**config.mk**
```make
export PLATFORM = sky130hd
export DESIGN_NAME = rmt_info_table
export DESIGN_NICKNAME = d
export VERILOG_FILES = /design/src/rtl/rmt_pkg.sv /design/src/rtl/rmt_info_table.sv
export SDC_FILE = /design/constraint.sdc
export NUM_CORES = 2
export LEC_CHECK = 0
export BUFFER_PORTS_ARGS = -buffer_cell sky130_fd_sc_hd__clkbuf_2
export CELL_PAD_IN_SITES_DETAIL_PLACEMENT = 1
export CELL_PAD_IN_SITES_GLOBAL_PLACEMENT = 1
export CORE_MARGIN = 2
export CORE_UTILIZATION = 30
export CTS_CLUSTER_SIZE = 25
export DETAILED_ROUTE_END_ITERATION = 8
export GPL_ROUTABILITY_DRIVEN = 0
export PLACE_DENSITY = 0.46
export SLEW_MARGIN = 20
export SYNTH_ARGS = -nofsm -noshare
export SYNTH_HDL_FRONTEND = slang
export SYNTH_SLANG_ARGS = --single-unit
export TNS_END_PERCENT = 20
```
**constraint.sdc**
```tcl
create_clock -name i_clk -period 6.4 [get_ports i_clk]
set_input_delay 0.64 -clock i_clk [delete_from_list [all_inputs] [get_ports i_clk]]
set_output_delay 0.64 -clock i_clk [all_outputs]
set_load 0.01 [all_outputs]
```
**src/rtl/rmt_pkg.sv**
```systemverilog
// Shared types and constants of the two-dimensional range-minimum tree.
package rmt_pkg;

    localparam logic [1:0] CMD_WRITE = 2'd0;
    localparam logic [1:0] CMD_BUILD = 2'd1;
    localparam logic [1:0] CMD_QUERY = 2'd2;

    localparam int CFG_IDX_W  = 1;
    localparam int CFG_DATA_W = 6;

    localparam logic [CFG_IDX_W-1:0] CFG_ROWS_USED = 1'd0;
    localparam logic [CFG_IDX_W-1:0] CFG_COLS_USED = 1'd1;
    localparam logic [CFG_DATA_W-1:0] CFG_COUNT_RESET = 6'd32;

    localparam int COORD_W = 6;
    localparam int VALUE_W = 32;

    localparam logic signed [VALUE_W-1:0] EMPTY_MIN = 32'sd1000000007;
    localparam logic signed [VALUE_W-1:0] MAX_VALUE = 32'sh7fffffff;

    typedef enum logic [4:0] {
        S_IDLE,
        S_RR_RD,
        S_RR_WR,
        S_RC_RD,
        S_RC_WR,
        S_BR_RD,
        S_BR_CHK,
        S_BC_RD,
        S_BC_CHK,
        S_B_RDA,
        S_B_RDB,
        S_B_LEAF,
        S_B_MIN,
        S_QR_RD,
        S_QR_CHK,
        S_QC_RD,
        S_QC_CHK,
        S_Q_ACC,
        S_OUT
    } t_state;

    typedef struct packed {
        logic we;
        logic re;
    } t_tab_ctl;

    typedef struct packed {
        logic cell_we;
        logic cell_re;
        logic tree_we;
        logic tree_re;
    } t_store_ctl;

endpackage

```
**src/rtl/rmt_info_table.sv**
```systemverilog
// Node range table of one tree dimension, with coverage tests against a query range.
module rmt_info_table #(
    parameter int AW = 7,
    parameter int KW = 6
) (
    input  logic              i_clk,
    input  rmt_pkg::t_tab_ctl i_ctl,
    input  logic [AW-1:0]     i_waddr,
    input  logic [AW-1:0]     i_raddr,
    input  logic [KW-1:0]     i_wlo,
    input  logic [KW-1:0]     i_whi,
    input  logic [KW-1:0]     i_wplo,
    input  logic [KW-1:0]     i_wphi,
    input  logic              i_wvalid,
    input  logic [KW-1:0]     i_qlo,
    input  logic [KW-1:0]     i_qhi,
    output logic [KW-1:0]     o_lo,
    output logic [KW-1:0]     o_hi,
    output logic              o_valid,
    output logic              o_leaf,
    output logic              o_cov,
    output logic              o_pcov
);
    import rmt_pkg::*;

    localparam int DEPTH = 1 << AW;

    logic [KW-1:0] r_mem_lo  [DEPTH];
    logic [KW-1:0] r_mem_hi  [DEPTH];
    logic [KW-1:0] r_mem_plo [DEPTH];
    logic [KW-1:0] r_mem_phi [DEPTH];
    logic          r_mem_vld [DEPTH];

    logic [KW-1:0] r_plo;
    logic [KW-1:0] r_phi;

    always_ff @(posedge i_clk) begin
        if (i_ctl.we) begin
            r_mem_lo[i_waddr]  <= i_wlo;
            r_mem_hi[i_waddr]  <= i_whi;
            r_mem_plo[i_waddr] <= i_wplo;
            r_mem_phi[i_waddr] <= i_wphi;
            r_mem_vld[i_waddr] <= i_wvalid;
        end
        if (i_ctl.re) begin
            o_lo    <= r_mem_lo[i_raddr];
            o_hi    <= r_mem_hi[i_raddr];
            r_plo   <= r_mem_plo[i_raddr];
            r_phi   <= r_mem_phi[i_raddr];
            o_valid <= r_mem_vld[i_raddr];
        end
    end

    assign o_leaf = (o_lo == o_hi);
    assign o_cov  = (o_lo >= i_qlo) && (o_hi <= i_qhi);
    assign o_pcov = (r_plo >= i_qlo) && (r_phi <= i_qhi);

endmodule

```
**Word level (Yosys, flattened, before mapping)**

Memory sizes are Yosys's and may differ from the RTL's. A register that Yosys moved wholly into a read port is not among the register bits.
Cells that the tools add are included.

- Register bits: 0
- RAM bits: 3200
- Memories kept: 5

Memories:

| name | depth | width | read ports | clocked after memory_dff | write ports | RTL line | text |
|---|---|---|---|---|---|---|---|
| r_mem_hi | 128 | 6 | 1 | 1 | 1 | rmt_info_table.sv:29 | `logic [KW-1:0] r_mem_hi [DEPTH];` |
| r_mem_lo | 128 | 6 | 1 | 1 | 1 | rmt_info_table.sv:28 | `logic [KW-1:0] r_mem_lo [DEPTH];` |
| r_mem_phi | 128 | 6 | 1 | 1 | 1 | rmt_info_table.sv:31 | `logic [KW-1:0] r_mem_phi [DEPTH];` |
| r_mem_plo | 128 | 6 | 1 | 1 | 1 | rmt_info_table.sv:30 | `logic [KW-1:0] r_mem_plo [DEPTH];` |
| r_mem_vld | 128 | 1 | 1 | 1 | 1 | rmt_info_table.sv:32 | `logic r_mem_vld [DEPTH];` |

- Magnitude comparators: 4
- Eq/ne operators: 1
- Muxes and demuxes: 2
- Reduce and logical (&&, ||, !) cells: 2

Operators by type and width:

| operator | number |
|---|---|
| 6-bit greater-or-equal comparator | 2 |
| 6-bit <= comparator | 2 |
| 6-bit == test | 1 |
| 1-bit logical AND | 2 |
| 1-bit 2-to-1 mux | 2 |

**Logic depth before layout (Yosys ltp)**

- Depth after elaboration: 2
- Mapped depth: 10
- Mapped depth without buffers: 8

**Worst setup path before layout**

No wires, ideal clock.

- Path kind: input to register
- From: input i_ctl[1] (netlist name)
- To: memory r_mem_hi[28][0], enable pin
- Setup time: 0.438 ns
- Data arrival time: 2.949 ns
- Slack: 3.012 ns
- Cell stages on the path: 3
- Path buffers: 1
- Cells stage by stage: clkbuf_1 -> nand4_1 -> nor3_1

- Word-level cells in the longest chain between the ends: 2

RTL lines:

| what | RTL line | text |
|---|---|---|
| start: declaration | rmt_info_table.sv:7 | `input rmt_pkg::t_tab_ctl i_ctl,` |
| 1-bit 2-to-1 mux | rmt_info_table.sv:38 | `if (i_ctl.we) begin` |
| 1-bit 2-to-1 mux (not written as such) | rmt_info_table.sv:40 | `r_mem_hi[i_waddr] <= i_whi;` |
| end: declaration | rmt_info_table.sv:29 |  |

Every way passes these cells.

==> Flow_metrics.wiki <==
{| class="wikitable"
! Metric !! Value
|-
| WL final || 409.6 mm
|-
| Post-Syn Area || 124,700 um2
|-
| Post-synthesis share of cell area spent on and, or, nand and nor gates || 0.02742
|-
| I/O pin count || 70
|-
| Worst hold start || i_whi[1]
|-
| Number of clock sinks seen by CTS || 3,225
|-
| Critical path capture point type || flip-flop
|-
| Leakage dissipation || 47.44 nW
|-
| Worst Path Class, Setup || input port to flip-flop
|-
| Async set-or-reset flop fraction in the synthesized netlist || 0
|-
| Maxcap violations || 0
|-
| Required time worst endpoint || 7.17 ns
|-
| Tmin final || 3.635 ns
|-
| Inst Count DP || 12,172
|-
| Sequential cell area fraction in the yosys report || 0.7765
|-
| Count of flip-flops with a built-in enable after synthesis || 3,225
|-
| CTS resizes || 0
|-
| Unique masters post-synth || 39
|-
| Post-synthesis xor/xnor area fraction || 0.0004213
|-
| Area after detailed placement || 134,200 um2
|-
| Largest area contributor in the netlist || sky130_fd_sc_hd__edfxtp_1
|-
| Dominant combinational cell family by area after synthesis || multiplexers
|-
| # rows || 236
|-
| Post-Route Setup TNS || 0 ns
|-
| Global-route wire length before repair || 561.3 mm
|-
| Antenna violations before repair || 44
|-
| Logic depth of the worst register-to-register path || 6
|-
| Total count of max-transition violations in the final report || 0
|-
| Area share of the largest cell type after synthesis || 0.7765
|-
| Number of standard cells after synthesis || 6,714
|-
| TritonRoute pass-1 iters || 7
|-
| Buffer levels on the longest clock path || 4
|-
| Clock-pin transition on the worst setup and hold timing paths || 0.05 ns
|-
| Die height || 648.8 um
|-
| Hold violation count in the final report || 0
|-
| Cell at the root of the clock tree || sky130_fd_sc_hd__clkbuf_16
|-
| Worst setup slack for register-to-register paths || 3.88 ns
|-
| Min-Delay Endpoint || r_mem_hi[59][1]$_DFFE_PP_
|-
| Part of the cycle the worst path needs || 0.5680
|-
| Number of global-route vias before repair || 67,609
|-
| Kind of cell adding the most delay to the critical path || simple AND/OR/NAND/NOR gates
|-
| Number of I/O port buffers || 69
|-
| Die Width || 648.8 um
|-
| FMAX || 275.1 MHz
|-
| Crit path DAT || 4.40 ns
|-
| #FFs+latches synth || 3,225
|-
| Clk Latency, worst-skew pair || 0.95 ns
|-
| Post-layout worst setup margin || 2.765 ns
|-
| Average instance area after synthesis || 18.58 um2
|-
| Transition at the pin with the smallest max-transition slack || 1.206 ns
|-
| Design Area, Final || 145,500 um2
|-
| Number of cells traversed by the worst hold path || 1
|-
| Count of endpoints failing setup in the final report || 0
|-
| Setup fix buffers added after clock tree synthesis || 0
|-
| Synth-to-layout area growth || 16.62%
|-
| Via-per-instance ratio || 5.073
|-
| Highest cell delay on the worst timing path || 0.75 ns
|-
| Post-Synth Adder-Cell Area || 0.002408
|-
| Reg2reg end || r_plo[5]$_DFFE_PP_
|-
| Number of buffer and inverter stages on the critical path || 3
|-
| Full die area || 420,900 um2
|-
| H-Tree Level Count || 5
|-
| All-layer global routing usage || 0.1893
|-
| Clock tree from TritonCTS || yes
|-
| Number of DRC markers in iteration 0 || 5,530
|-
| Result of the run || finished, final reports clean
|-
| WL/cell || 31.87 um
|-
| Ratio of total power to cell area || 312.1 nW/um2
|-
| Startpoint of the most critical register-to-register path || r_mem_plo[55][5]$_DFFE_PP_
|-
| Non-filler instance count after layout || 12,852
|-
| RSZ-0062 raised after global routing || no
|-
| Synthesized-area fraction occupied by ao, oa, aoi and oai cells || 0.04560
|-
| Top fanout value on the critical path || 32
|-
| Share of final-layout standard cells stronger than drive strength 1 || 0.2147
|-
| Tot Pwr || 45.40 mW
|-
| Hold Crit Class || input port to flip-flop
|-
| Startpoint type of the worst setup path || input port
|-
| Synth top area cells || sky130_fd_sc_hd__edfxtp_1 (78%), sky130_fd_sc_hd__mux2i_1 (8.1%), sky130_fd_sc_hd__mux2_2 (5.3%)
|-
| Mux contribution to synthesized area || 0.1336
|-
| DRC errors left || 0
|-
| Post-DP HPWL || 235.9 mm
|-
| Number of hold buffers added after cts || 0
|-
| Net Count, Synth || 6,792
|-
| Number of antenna-violating nets in the routed design || 0
|-
| Clock tree skew after final layout || 0.04399 ns
|-
| TritonCTS Buffers || 364
|-
| CP cell instances || clkbuf_2 > nand2b_1 > or2_4 > buf_12 > buf_12 > o22ai_1 > nor4_1 > nand4_1 > nand4_1
|-
| Remaining global-route overflow || 0
|-
| Worst slack on hold paths || 0.1400 ns
|-
| Largest voltage drop on the vdd net || 217.6 uV
|-
| Dominant cell by count in the synthesized netlist || sky130_fd_sc_hd__edfxtp_1
|-
| Effective utilization at floorplan || 0.3015
|-
| Number of nets in the layout || 7,145
|-
| Post-synth top flop || sky130_fd_sc_hd__edfxtp_1
|-
| Total vias in the final route || 65,201
|-
| Cell with the largest stage delay on the worst path || sky130_fd_sc_hd__nor4_1
|-
| Max transition margin || 0.1888
|-
| Synth top cells by count || sky130_fd_sc_hd__edfxtp_1 (3,225), sky130_fd_sc_hd__mux2i_1 (1,008), sky130_fd_sc_hd__mux2_2 (584)
|-
| Synthesis Warnings || 0
|-
| Std-Cell Core Area || 413,700 um2
|-
| Maximum number of pins on one net before global-route repair || 107
|-
| Setup Slack @ Placement || 1.809 ns
|-
| End-of-flow core utilization || 0.3516
|}
area by class of cell:
class / count / area (um2)
clock buffer: 457 / 9607
inverter: 14 / 52.55
multi-input combinational: 3100 / 27120
timing repair buffer: 362 / 3405
antenna: 25 / 62.56
tap: 5474 / 6849
clock inverter: 195 / 1515
sequential: 3225 / 96840
fill: 40659 / 268200
cell families after synthesis:
group,after synthesis
multiplexers,1592
buffers and inverters,389
AO/OA/AOI/OAI,828
adder cells (fa/ha/maj),24
AND/OR/NAND/NOR,650
XOR/XNOR,6
flip-flops,3225
worst reg2reg max path: cells and delay by family, from the launching register on:
family	cells	cell delay (ns)
and+or+nand+nor	3	1.46
DFF	1	0.32
AOI/OAI and AO/OA	1	0.26
buffers and inverters	1	0.24
muxes	1	0.09
worst max path at each step:
stage / cells past startpoint / start / slack, ns / to
after floorplan: 3 / i_ctl[1] / 3.01 / r_mem_hi[28][0]$_DFFE_PP_
after global placement: 9 / i_raddr[1] / 1.89 / r_phi[0]$_DFFE_PP_
after detailed placement: 9 / i_raddr[1] / 1.81 / r_phi[0]$_DFFE_PP_
after CTS: 8 / r_phi[1]$_DFFE_PP_ / 2.64 / o_pcov
after global routing: 8 / r_phi[1]$_DFFE_PP_ / 2.66 / o_pcov
final: 9 / i_raddr[1] / 2.76 / r_phi[0]$_DFFE_PP_
routing by layer:
metal | wire length [um] | vias to the layer above | track usage
li1 | - | 28023 | -
met1 | 180400 | 35228 | 0.2562
met2 | 201300 | 1421 | 0.3218
met3 | 16270 | 527 | 0.02069
met4 | 11600 | 2 | 0.05220
met5 | 13 | - | 0
where the power goes:
part	leakage, nW	total [mW]	internal (mW)	switching, mW
Sequential	29.0	23.4	23.4	0.0815
Clock	5.42	19.9	11.3	8.59
Combinational	13.0	2.11	0.623	1.49
Total	47.4	45.4	35.2	10.2
layout by cell type (no fill, tap or decap), drive strengths merged, types with 4 or more instances in the layout:
master	instances
inv	24
nand2b	10
edfxtp	3225
nand4	130
diode	25
nor2	132
a21oi	116
a221oi	4
a22oi	300
a211oi	8
ha	24
clkbuf	500
xnor2	4
clkinvlp	5
mux2i	1008
and3	96
nand3	12
nor3	17
nand2	128
o22ai	294
buf	319
a22o	96
nor4	97
mux2	584
clkinv	164
nor2b	19
o21a	4
bufinv	16
registers in the layout, indices dropped and copies added, names as in the netlist, 128 cells and up:
register,flops
r_mem_vld,128
r_mem_lo,768
r_mem_phi,768
r_mem_hi,768
r_mem_plo,768
Power figures use the tool's default switching activity.
